===== config.mk =====
export PLATFORM = sky130hd
export DESIGN_NAME = rfc3339_to_epoch_ms_parser
export DESIGN_NICKNAME = d
export VERILOG_FILES = /design/src/r2e_pkg.sv /design/src/r2e_ctrl.sv /design/src/r2e_dp.sv /design/src/rfc3339_to_epoch_ms_parser.sv
export VERILOG_INCLUDE_DIRS = /design/src /design/src/src
export SDC_FILE = /design/constraint.sdc
export NUM_CORES = 2
export LEC_CHECK = 0
export BUFFER_PORTS_ARGS = -buffer_cell sky130_fd_sc_hd__buf_2
export CORE_AREA = 8 8 292 294
export CTS_CLUSTER_DIAMETER = 60
export DETAILED_ROUTE_END_ITERATION = 10
export DIE_AREA = 0 0 300 302
export PLACE_DENSITY = 0.79
export SLEW_MARGIN = 20
export SYNTH_ARGS = -nofsm -noshare
export SYNTH_HDL_FRONTEND = slang
export SYNTH_HIERARCHICAL = 1
export SYNTH_SLANG_ARGS = --single-unit

===== constraint.sdc =====
create_clock -name clk_i -period 7.3 [get_ports clk_i]
set_input_delay 0.73 -clock clk_i [delete_from_list [all_inputs] [get_ports clk_i]]
set_output_delay 0.73 -clock clk_i [all_outputs]
set_load 0.01 [all_outputs]

===== src/rfc3339_to_epoch_ms_parser_macros.svh =====
// assertion helpers for the timestamp parser
`ifndef RFC3339_TO_EPOCH_MS_PARSER_MACROS_SVH
`define RFC3339_TO_EPOCH_MS_PARSER_MACROS_SVH
// implication checked every clock, muted in reset
`define R2E_ASSERT_IMP(lbl, a, c, msg) \
  lbl: assert property (@(posedge clk_i) disable iff (!rst_ni) (a) |-> (c)) else $error(msg);
// implication checked on the following clock
`define R2E_ASSERT_NXT(lbl, a, c, msg) \
  lbl: assert property (@(posedge clk_i) disable iff (!rst_ni) (a) |=> (c)) else $error(msg);
`endif


===== src/r2e_pkg.sv =====
// ----------------------------------------------------------------------------
// r2e_pkg
// shared types and constants of the timestamp parser
// ----------------------------------------------------------------------------
`timescale 1ns / 1ps
package r2e_pkg;
  localparam int unsigned MsW = 49;

  typedef enum logic [5:0] {
    PH_FIELDS    = 6'b000001,
    PH_AFTER_SEC = 6'b000010,
    PH_DOT       = 6'b000100,
    PH_FRAC      = 6'b001000,
    PH_ZULU      = 6'b010000,
    PH_ZONE      = 6'b100000
  } phase_e;

  typedef enum logic [3:0] {
    ST_IDLE = 4'b0001,
    ST_C1   = 4'b0010,
    ST_C2   = 4'b0100,
    ST_C3   = 4'b1000
  } ctl_e;

  // controller to datapath
  typedef struct packed {
    logic take;   // beat accepted, consume a char
    logic fin;    // beat had last, latch done and valid state
    logic c1;
    logic c2;
    logic c3;     // final step, loads the output register
  } cmd_t;

  function automatic logic [4:0] month_len(input logic [3:0] m, input logic leap);
    logic [4:0] r;
    begin
      case (m)
        4'd2: r = leap ? 5'd29 : 5'd28;
        4'd4, 4'd6, 4'd9, 4'd11: r = 5'd30;
        default: r = 5'd31;
      endcase
      return r;
    end
  endfunction
endpackage


===== src/r2e_ctrl.sv =====
// ----------------------------------------------------------------------------
// r2e_ctrl
// sequencer: accepts chars, runs the conversion steps, holds the result beat
// ----------------------------------------------------------------------------
`timescale 1ns / 1ps
`include "rfc3339_to_epoch_ms_parser_macros.svh"
module r2e_ctrl (
  input  logic          clk_i,
  input  logic          rst_ni,
  input  logic          in_valid_i,
  input  logic          in_last_i,
  output logic          in_ready_o,
  output logic          out_valid_o,
  input  logic          out_ready_i,
  output r2e_pkg::cmd_t cmd_o
);
  import r2e_pkg::*;
  ctl_e st_q, st_d;
  logic ov_q, ov_d;

  assign in_ready_o  = (st_q == ST_IDLE);
  assign out_valid_o = ov_q;

  always_comb begin
    cmd_o      = '0;
    cmd_o.take = in_ready_o && in_valid_i;
    cmd_o.fin  = cmd_o.take && in_last_i;
    cmd_o.c1   = (st_q == ST_C1);
    cmd_o.c2   = (st_q == ST_C2);
    // last step waits until the output register is free or drains now
    cmd_o.c3   = (st_q == ST_C3) && (!ov_q || out_ready_i);
    ov_d       = ov_q;
    if (cmd_o.c3) ov_d = 1'b1;
    else if (out_ready_i) ov_d = 1'b0;
    st_d       = st_q;
    case (st_q)
      ST_IDLE: if (cmd_o.fin) st_d = ST_C1;
      ST_C1:   st_d = ST_C2;
      ST_C2:   st_d = ST_C3;
      ST_C3:   if (cmd_o.c3) st_d = ST_IDLE;
      default: st_d = ST_IDLE;
    endcase
  end

  always_ff @(posedge clk_i or negedge rst_ni) begin
    if (!rst_ni) begin
      st_q <= ST_IDLE;
      ov_q <= 1'b0;
    end else begin
      st_q <= st_d;
      ov_q <= ov_d;
    end
  end

  `R2E_ASSERT_NXT(a_fin_seq, cmd_o.fin, st_q == ST_C1, "last beat did not start conversion")
  `R2E_ASSERT_IMP(a_no_take_busy, st_q != ST_IDLE, !cmd_o.take, "char taken while busy")
  `R2E_ASSERT_NXT(a_out_hold, out_valid_o && !out_ready_i, out_valid_o, "result dropped")
  `R2E_ASSERT_IMP(a_c3_slot, cmd_o.c3, !out_valid_o || out_ready_i, "waiting result overwritten")
endmodule


===== src/r2e_dp.sv =====
// ----------------------------------------------------------------------------
// r2e_dp
// character parser state and days-from-civil conversion datapath
// ----------------------------------------------------------------------------
`timescale 1ns / 1ps
module r2e_dp (
  input  logic                           clk_i,
  input  logic                           rst_ni,
  input  r2e_pkg::cmd_t                  cmd_i,
  input  logic [7:0]                     char_i,
  output logic                           ok_o,
  output logic signed [r2e_pkg::MsW-1:0] ms_o
);
  import r2e_pkg::*;

  logic [4:0]  pos_q, pos_d;
  phase_e      ph_q, ph_d;
  logic [13:0] yr_q, yr_d;
  logic [6:0]  cen_q, cen_d, ylo_q, ylo_d;   // year split into century and low digits
  logic [6:0]  mo_q, mo_d, dy_q, dy_d, hr_q, hr_d, mi_q, mi_d, se_q, se_d;
  logic [9:0]  fr_q, fr_d;
  logic [2:0]  fd_q, fd_d;
  logic        zn_q, zn_d, bad_q, bad_d;
  logic [6:0]  zh_q, zh_d, zm_q, zm_d;

  logic       dig;
  logic [3:0] d;
  assign dig = (char_i >= 8'h30) && (char_i <= 8'h39);
  assign d   = dig ? 4'(char_i - 8'h30) : 4'd0;

  function automatic logic [6:0] p7(input logic [6:0] a, input logic [3:0] x);
    return 7'({a, 3'b0} + {a, 1'b0} + 7'(x));
  endfunction

  // days before the month in a year starting in march
  function automatic logic [8:0] month_base(input logic [3:0] m);
    logic [8:0] r;
    case (m)
      4'd1:    r = 9'd306;
      4'd2:    r = 9'd337;
      4'd4:    r = 9'd31;
      4'd5:    r = 9'd61;
      4'd6:    r = 9'd92;
      4'd7:    r = 9'd122;
      4'd8:    r = 9'd153;
      4'd9:    r = 9'd184;
      4'd10:   r = 9'd214;
      4'd11:   r = 9'd245;
      4'd12:   r = 9'd275;
      default: r = 9'd0;
    endcase
    return r;
  endfunction

  always_comb begin
    pos_d = pos_q; ph_d = ph_q; yr_d = yr_q; mo_d = mo_q; dy_d = dy_q;
    hr_d = hr_q; mi_d = mi_q; se_d = se_q; fr_d = fr_q; fd_d = fd_q;
    zn_d = zn_q; zh_d = zh_q; zm_d = zm_q; bad_d = bad_q;
    cen_d = cen_q; ylo_d = ylo_q;
    if (!bad_q) begin
      case (ph_q)
        PH_FIELDS: begin
          if (pos_q == 5'd4 || pos_q == 5'd7) begin
            if (char_i != "-") bad_d = 1'b1;
          end else if (pos_q == 5'd10) begin
            if (char_i != "T") bad_d = 1'b1;
          end else if (pos_q == 5'd13 || pos_q == 5'd16) begin
            if (char_i != ":") bad_d = 1'b1;
          end else if (!dig) begin
            bad_d = 1'b1;
          end else if (pos_q < 5'd4) begin
            yr_d = 14'({yr_q, 3'b0} + {yr_q, 1'b0} + 14'(d));
            if (pos_q < 5'd2) cen_d = p7(cen_q, d);
            else ylo_d = p7(ylo_q, d);
          end else if (pos_q < 5'd7) mo_d = p7(mo_q, d);
          else if (pos_q < 5'd10) dy_d = p7(dy_q, d);
          else if (pos_q < 5'd13) hr_d = p7(hr_q, d);
          else if (pos_q < 5'd16) mi_d = p7(mi_q, d);
          else se_d = p7(se_q, d);
          if (pos_q >= 5'd18) begin
            ph_d = PH_AFTER_SEC; pos_d = '0;
          end else pos_d = pos_q + 5'd1;
        end
        PH_AFTER_SEC, PH_DOT, PH_FRAC: begin
          if (ph_q == PH_AFTER_SEC && char_i == ".") ph_d = PH_DOT;
          else if (ph_q != PH_AFTER_SEC && dig) begin
            case (fd_q)
              3'd0: fr_d = 10'(fr_q + 10'(d) * 10'd100);
              3'd1: fr_d = 10'(fr_q + 10'(d) * 10'd10);
              3'd2: fr_d = 10'(fr_q + 10'(d));
              default: fr_d = fr_q;
            endcase
            if (fd_q < 3'd7) fd_d = fd_q + 3'd1;
            ph_d = PH_FRAC;
          end else if (ph_q == PH_DOT) bad_d = 1'b1;
          else if (char_i == "Z") ph_d = PH_ZULU;
          else if (char_i == "+" || char_i == "-") begin
            ph_d = PH_ZONE; zn_d = (char_i == "-"); pos_d = '0;
          end else bad_d = 1'b1;
        end
        PH_ZONE: begin
          if (pos_q >= 5'd5) bad_d = 1'b1;
          else if (pos_q == 5'd2) begin
            if (char_i != ":") bad_d = 1'b1;
          end else if (!dig) bad_d = 1'b1;
          else if (pos_q < 5'd2) zh_d = p7(zh_q, d);
          else zm_d = p7(zm_q, d);
          if (pos_q < 5'd31) pos_d = pos_q + 5'd1;
        end
        default: bad_d = 1'b1;
      endcase
    end
  end

  // conversion registers: inputs captured on the last beat, the rest on the steps
  logic        v_q, ok_q;
  logic signed [7:0] cc_q;      // century of the march-based year, -1 for year -1
  logic [6:0]  cl_q;            // low two digits of the march-based year
  logic [3:0]  cm_q;
  logic [4:0]  cd_q;
  logic [4:0]  ch_q;
  logic [5:0]  cmi_q, cs_q;
  logic [9:0]  cf_q;
  logic signed [12:0] off_q;    // zone offset in minutes
  logic [21:0] doe_q;
  logic signed [5:0] era_q;
  logic signed [31:0] days_q;
  logic signed [19:0] tod_q;    // seconds of day minus zone offset
  logic signed [MsW-1:0] ms_q;

  logic        leap, done, vnow;
  logic [6:0]  mo_v, dy_v;
  assign mo_v = mo_d;
  assign dy_v = dy_d;
  // year % 4 follows the low digits, a century year is leap when century % 4 is 0
  assign leap = (yr_d[1:0] == 2'b0) && ((ylo_d != 7'd0) || (cen_d[1:0] == 2'b0));
  assign done = (ph_d == PH_ZULU) || (ph_d == PH_ZONE && pos_d == 5'd5);
  assign vnow = !bad_d && done && mo_v >= 7'd1 && mo_v <= 7'd12 && hr_d <= 7'd23 &&
                mi_d <= 7'd59 && se_d <= 7'd59 && zh_d <= 7'd23 && zm_d <= 7'd59 &&
                dy_v >= 7'd1 && dy_v <= 7'(month_len(mo_v[3:0], leap));

  // january and february count to the previous year
  logic              yadj;
  logic signed [7:0] cc_v;
  logic [6:0]        cl_v;
  assign yadj = (mo_d <= 7'd2);
  always_comb begin
    cc_v = $signed({1'b0, cen_d});
    cl_v = ylo_d;
    if (yadj) begin
      if (ylo_d == 7'd0) begin
        cc_v = $signed({1'b0, cen_d}) - 8'sd1;
        cl_v = 7'd99;
      end else cl_v = ylo_d - 7'd1;
    end
  end

  // stage 1 values: year of era and day of year
  logic [8:0] yoe;
  logic [8:0] doy;
  assign yoe = 9'(9'(cc_q[1:0]) * 9'd100 + 9'(cl_q));
  assign doy = 9'(month_base(cm_q) + 9'(cd_q) - 9'd1);

  always_ff @(posedge clk_i or negedge rst_ni) begin
    if (!rst_ni) begin
      pos_q <= '0; ph_q <= PH_FIELDS; yr_q <= '0; mo_q <= '0; dy_q <= '0;
      hr_q <= '0; mi_q <= '0; se_q <= '0; fr_q <= '0; fd_q <= '0;
      zn_q <= 1'b0; zh_q <= '0; zm_q <= '0; bad_q <= 1'b0; v_q <= 1'b0;
      cen_q <= '0; ylo_q <= '0;
    end else if (cmd_i.fin) begin
      pos_q <= '0; ph_q <= PH_FIELDS; yr_q <= '0; mo_q <= '0; dy_q <= '0;
      hr_q <= '0; mi_q <= '0; se_q <= '0; fr_q <= '0; fd_q <= '0;
      zn_q <= 1'b0; zh_q <= '0; zm_q <= '0; bad_q <= 1'b0; v_q <= vnow;
      cen_q <= '0; ylo_q <= '0;
    end else if (cmd_i.take) begin
      pos_q <= pos_d; ph_q <= ph_d; yr_q <= yr_d; mo_q <= mo_d; dy_q <= dy_d;
      hr_q <= hr_d; mi_q <= mi_d; se_q <= se_d; fr_q <= fr_d; fd_q <= fd_d;
      zn_q <= zn_d; zh_q <= zh_d; zm_q <= zm_d; bad_q <= bad_d;
      cen_q <= cen_d; ylo_q <= ylo_d;
    end
  end

  // output register valid flag
  always_ff @(posedge clk_i or negedge rst_ni) begin
    if (!rst_ni) ok_q <= 1'b0;
    else if (cmd_i.c3) ok_q <= v_q;
  end

  always_ff @(posedge clk_i) begin
    if (cmd_i.fin) begin
      cc_q <= cc_v; cl_q <= cl_v; cm_q <= mo_d[3:0]; cd_q <= dy_d[4:0]; ch_q <= hr_d[4:0];
      cmi_q <= mi_d[5:0]; cs_q <= se_d[5:0]; cf_q <= fr_d;
      off_q <= zn_d ? -13'(zh_d[4:0] * 11'd60 + 11'(zm_d[5:0]))
                    :  13'(zh_d[4:0] * 11'd60 + 11'(zm_d[5:0]));
    end
    if (cmd_i.c1) begin
      era_q <= 6'(cc_q >>> 2);
      doe_q <= 22'(22'(yoe) * 22'd365 + 22'(yoe[8:2]) - 22'(cc_q[1:0]) + 22'(doy));
    end
    if (cmd_i.c2) begin
      days_q <= 32'(32'(era_q) * 32'sd146097 + $signed({10'b0, doe_q}) - 32'sd719468);
      tod_q  <= 20'($signed({15'b0, ch_q}) * 20'sd3600 + $signed({14'b0, cmi_q}) * 20'sd60
                + $signed({14'b0, cs_q}) - 20'(off_q) * 20'sd60);
    end
    if (cmd_i.c3) begin
      ms_q <= MsW'(MsW'(days_q) * MsW'(86400000) + MsW'(tod_q) * MsW'(1000) + MsW'(cf_q));
    end
  end

  assign ok_o = ok_q;
  assign ms_o = ok_q ? ms_q : '0;
endmodule


===== src/rfc3339_to_epoch_ms_parser.sv =====
// ----------------------------------------------------------------------------
// rfc3339_to_epoch_ms_parser
// streaming rfc 3339 timestamp to signed unix milliseconds
// ----------------------------------------------------------------------------
// result path: the last char beat starts steps C1, C2, C3; C3 loads the output register once free
// throughput: one char beat per cycle inside a string; after the last char the
//   three conversion steps hold input, longer only while an older result beat
//   still waits in the output register
// reset: asynchronous active low, parser returns to the start of a string
`timescale 1ns / 1ps
module rfc3339_to_epoch_ms_parser (
  input  logic        clk_i,
  input  logic        rst_ni,
  input  logic        s_axis_tvalid,
  output logic        s_axis_tready,
  input  logic [7:0]  s_axis_tdata,   // char_code
  input  logic        s_axis_tlast,   // last_char
  output logic        m_axis_tvalid,
  input  logic        m_axis_tready,
  output logic [55:0] m_axis_tdata,   // epoch_ms[48:0], zero pad
  output logic        m_axis_tuser    // parse_ok
);
  import r2e_pkg::*;
  cmd_t cmd;
  logic ok;
  logic signed [MsW-1:0] ms;

  // sequencer
  r2e_ctrl u_ctrl (
    .clk_i, .rst_ni,
    .in_valid_i(s_axis_tvalid), .in_last_i(s_axis_tlast), .in_ready_o(s_axis_tready),
    .out_valid_o(m_axis_tvalid), .out_ready_i(m_axis_tready), .cmd_o(cmd)
  );

  // parser and conversion
  r2e_dp u_dp (
    .clk_i, .rst_ni, .cmd_i(cmd), .char_i(s_axis_tdata), .ok_o(ok), .ms_o(ms)
  );

  assign m_axis_tdata = {7'b0, ms};
  assign m_axis_tuser = ok;
endmodule

==> results_dict.tcl <==
set metrics [dict create \
    dp_hpwl_um 71700 \
    die_y_um 302 \
    via_count 29500 \
    n_fill_cell 6900 \
    htreeDepth 2 \
    die_x_um 300 \
    synth.mux.area_fraction_pct 2.16 \
    worstSetupPathType "reg -> reg" \
    firstDrtPassIters 5 \
    synth_seq_cells 294 \
    dieArea_um2 90600 \
    rr_startpoint "u_dp/tod_q[1]" \
    wl_per_cell_um 16.4 \
    diodes 0 \
    synth_top_family_by_area "adder cells" \
    grt_start_max_net_pins 76 \
    path_clk_slew_ns 0.06 \
    fin_skew_ns 0.0215 \
    hp-class "in -> async" \
    yosysTopAreaCell "ha_1" \
    run_status "completed" \
    fin_crit_sh_pct 98.2 \
    viasPerCell 5.47 \
    area.growth.synth_to_final_pct 10.3 \
    synth_area_um2 40000 \
    start_util_pct 49.4 \
    synth-xor-area-share_pct 8.19 \
    period_minus_slack_ns 7.17 \
    cts_hold_buf 0 \
    synth.area.top_cells "ha_1, fa_1, edfxtp_1, inv_1, xnor2_1" \
    arrival_ns 7.47 \
    pin_count 72 \
    synthFlopType "edfxtp_1" \
    critPathCaptureType "flop" \
    drtIter0Drc 1782 \
    synth_compound_area_share_pct 12.7 \
    routed_wl_um 88600 \
    synthSimpleGateAreaFrac_pct 10.0 \
    grt_setup_unrepaired "true" \
    place_inst 5297 \
    clkLatencyLatePin_ns 0.57 \
    coreArea_um2 80900 \
    cts_buffer_depth 3 \
    syn-instance-count 4144 \
    synthArstFlopShare_pct 33.3 \
    antenna_left 0 \
    synth-adder-area-share_pct 38.6 \
    crit_fanout 5 \
    multi_input_area_um2 29200 \
    seq_area_frac_synth_pct 20.6 \
    antenna_found_initial 2 \
    grt_pass1_wl_um 146000 \
    synth_cell_type_count 104 \
    yosysMostFrequentCell "inv_1" \
    startpoint_type "flop" \
    setup_viol 0 \
    port-buffer-count 64 \
    synth_top_area_share_pct 19.3 \
    place.gp.congestion 0.950 \
    grt_pass1_vias 30000 \
    clock-root-buffer "clkbuf_16" \
    layout.nets 5304 \
    cp-startpoint "u_dp/tod_q[1]" \
    hold_viol 0 \
    grtUsageTotal_pct 19.2 \
    tns_ns 0 \
    max_freq_mhz 140 \
    drive_gt1_share_pct 9.30 \
    fin_hold_ws_ns 0.141 \
    cts_tree "built" \
    fin_cells 5393 \
    drc 0 \
    grt_overflow_total 0 \
    relSlewSlack_pct 33.2 \
    cts-buffers-inserted 38 \
    tightest_slew_ns 0.995 \
    seq_area_um2 8250 \
    worstPathRequired_ns 7.61 \
    final_core_util_pct 54.5 \
    yosys-top-cells-count "inv_1, ha_1, fa_1" \
    yosys_warnings 6 \
    synth_edf_count 187 \
    avgSynthCellArea_um2 9.65 \
    clock-sinks 294 \
    drv_slew 0 \
    cap_viol_max_count 0 \
    rows 105 \
]
layout by cell type, fill, tap and decap left out, types with 43 or more instances in the layout:
cell type / count
a211oi_1: 47
a21o_1: 108
a21oi_1: 227
and2_1: 85
buf_2: 63
buf_4: 125
dfrtp_1: 96
edfxtp_1: 187
fa_1: 374
ha_1: 597
inv_1: 703
mux2i_1: 70
nand2_1: 155
nand3_1: 54
nor2_1: 250
nor3_1: 51
o21a_1: 43
o21ai_0: 117
xnor2_1: 280
xor2_1: 90
per-stage QoR:
stage                     instance area [um^2]  worst slack, ns
after CTS                                43400           0.0125
final                                    44100            0.134
after global routing                     44100           -0.185
after floorplan                          40000            0.104
after global placement                   42100         -0.00701
after detailed placement                 42100           -0.224
final timing paths:
check	cells after the start	to	slack, ns
max in group asynchronous	2	u_dp/fr_q[1]	5.90
min in group clk_i	0	u_dp/era_q[1]	0.42
max	26	u_dp/ms_q[48]	0.13
min	1	u_dp/zh_q[5]	0.14
min reg2reg	0	u_dp/era_q[1]	0.42
max reg2reg	26	u_dp/ms_q[48]	0.13
registers in the layout, summed over array words and instances, names as in the netlist, 6 cells and up, named ones only:
signal / cells
u_dp/mo_q: 7
u_dp/cl_q: 7
u_dp/zm_q: 7
u_dp/cen_q: 7
u_dp/cc_q: 8
u_dp/tod_q: 20
u_dp/ylo_q: 7
u_dp/zh_q: 7
u_dp/days_q: 27
u_dp/doe_q: 21
u_dp/off_q: 13
u_dp/hr_q: 7
u_dp/ms_q: 49
u_dp/ph_q: 6
u_dp/era_q: 6
u_dp/fr_q: 10
u_dp/cf_q: 10
u_dp/mi_q: 7
u_dp/se_q: 7
u_dp/cmi_q: 6
u_dp/cs_q: 6
u_dp/dy_q: 7
repair_timing:
item                       4_1_cts  5_1_grt
buffers inserted                 0       26
pin swaps                        0       57
setup endpoints to repair        6       16
resized for setup               10      101
critical path, cell delays in order, from the launching register on:
cell,delay (ns)
edfxtp_1,0.48
fa_1,0.56
fa_1,0.51
inv_1,0.05
fa_1,0.52
inv_1,0.05
fa_1,0.48
ha_4,0.28
inv_1,0.05
o21bai_1,0.09
or3_4,0.35
nand4b_1,0.13
nand4_1,0.20
a311o_1,0.44
buf_4,0.15
xor2_1,0.27
ha_2,0.35
a21o_1,0.18
a311oi_2,0.29
o21bai_1,0.11
a311o_1,0.37
a41oi_2,0.23
o22ai_2,0.14
a211oi_2,0.25
o31ai_1,0.11
xnor2_1,0.14
xnor2_1,0.13
kinds of logic after synthesis:
logic type               count (synthesis)
XOR/XNOR                               374
other                                    2
buffers and inverters                  800
AND/OR/NAND/NOR                        795
multiplexers                            84
adder cells (fa/ha/maj)               1008
AO/OA/AOI/OAI                          787
flip-flops                             294
routing by layer:
layer,vias to the layer above,wire length (um),GRT usage (%)
met1,14300,39000,24.6
li1,14300,-,-
met5,-,0,0
met3,209,4430,2.80
met2,714,42300,33.4
met4,0,2820,5.83
area by class of cell:
class | instances | share of cell area, %
clock buffers | 45 | 2.29
clock inverters | 25 | 0.774
inverters | 715 | 6.09
multi-input cells | 3056 | 66.3
flip-flops and latches | 294 | 18.7
well taps | 1070 | 3.04
repair buffers | 188 | 2.84
Power is left out: the tool's default activity adds up to more than one toggle a clock period on the data nets, which glitch-free logic cannot reach.
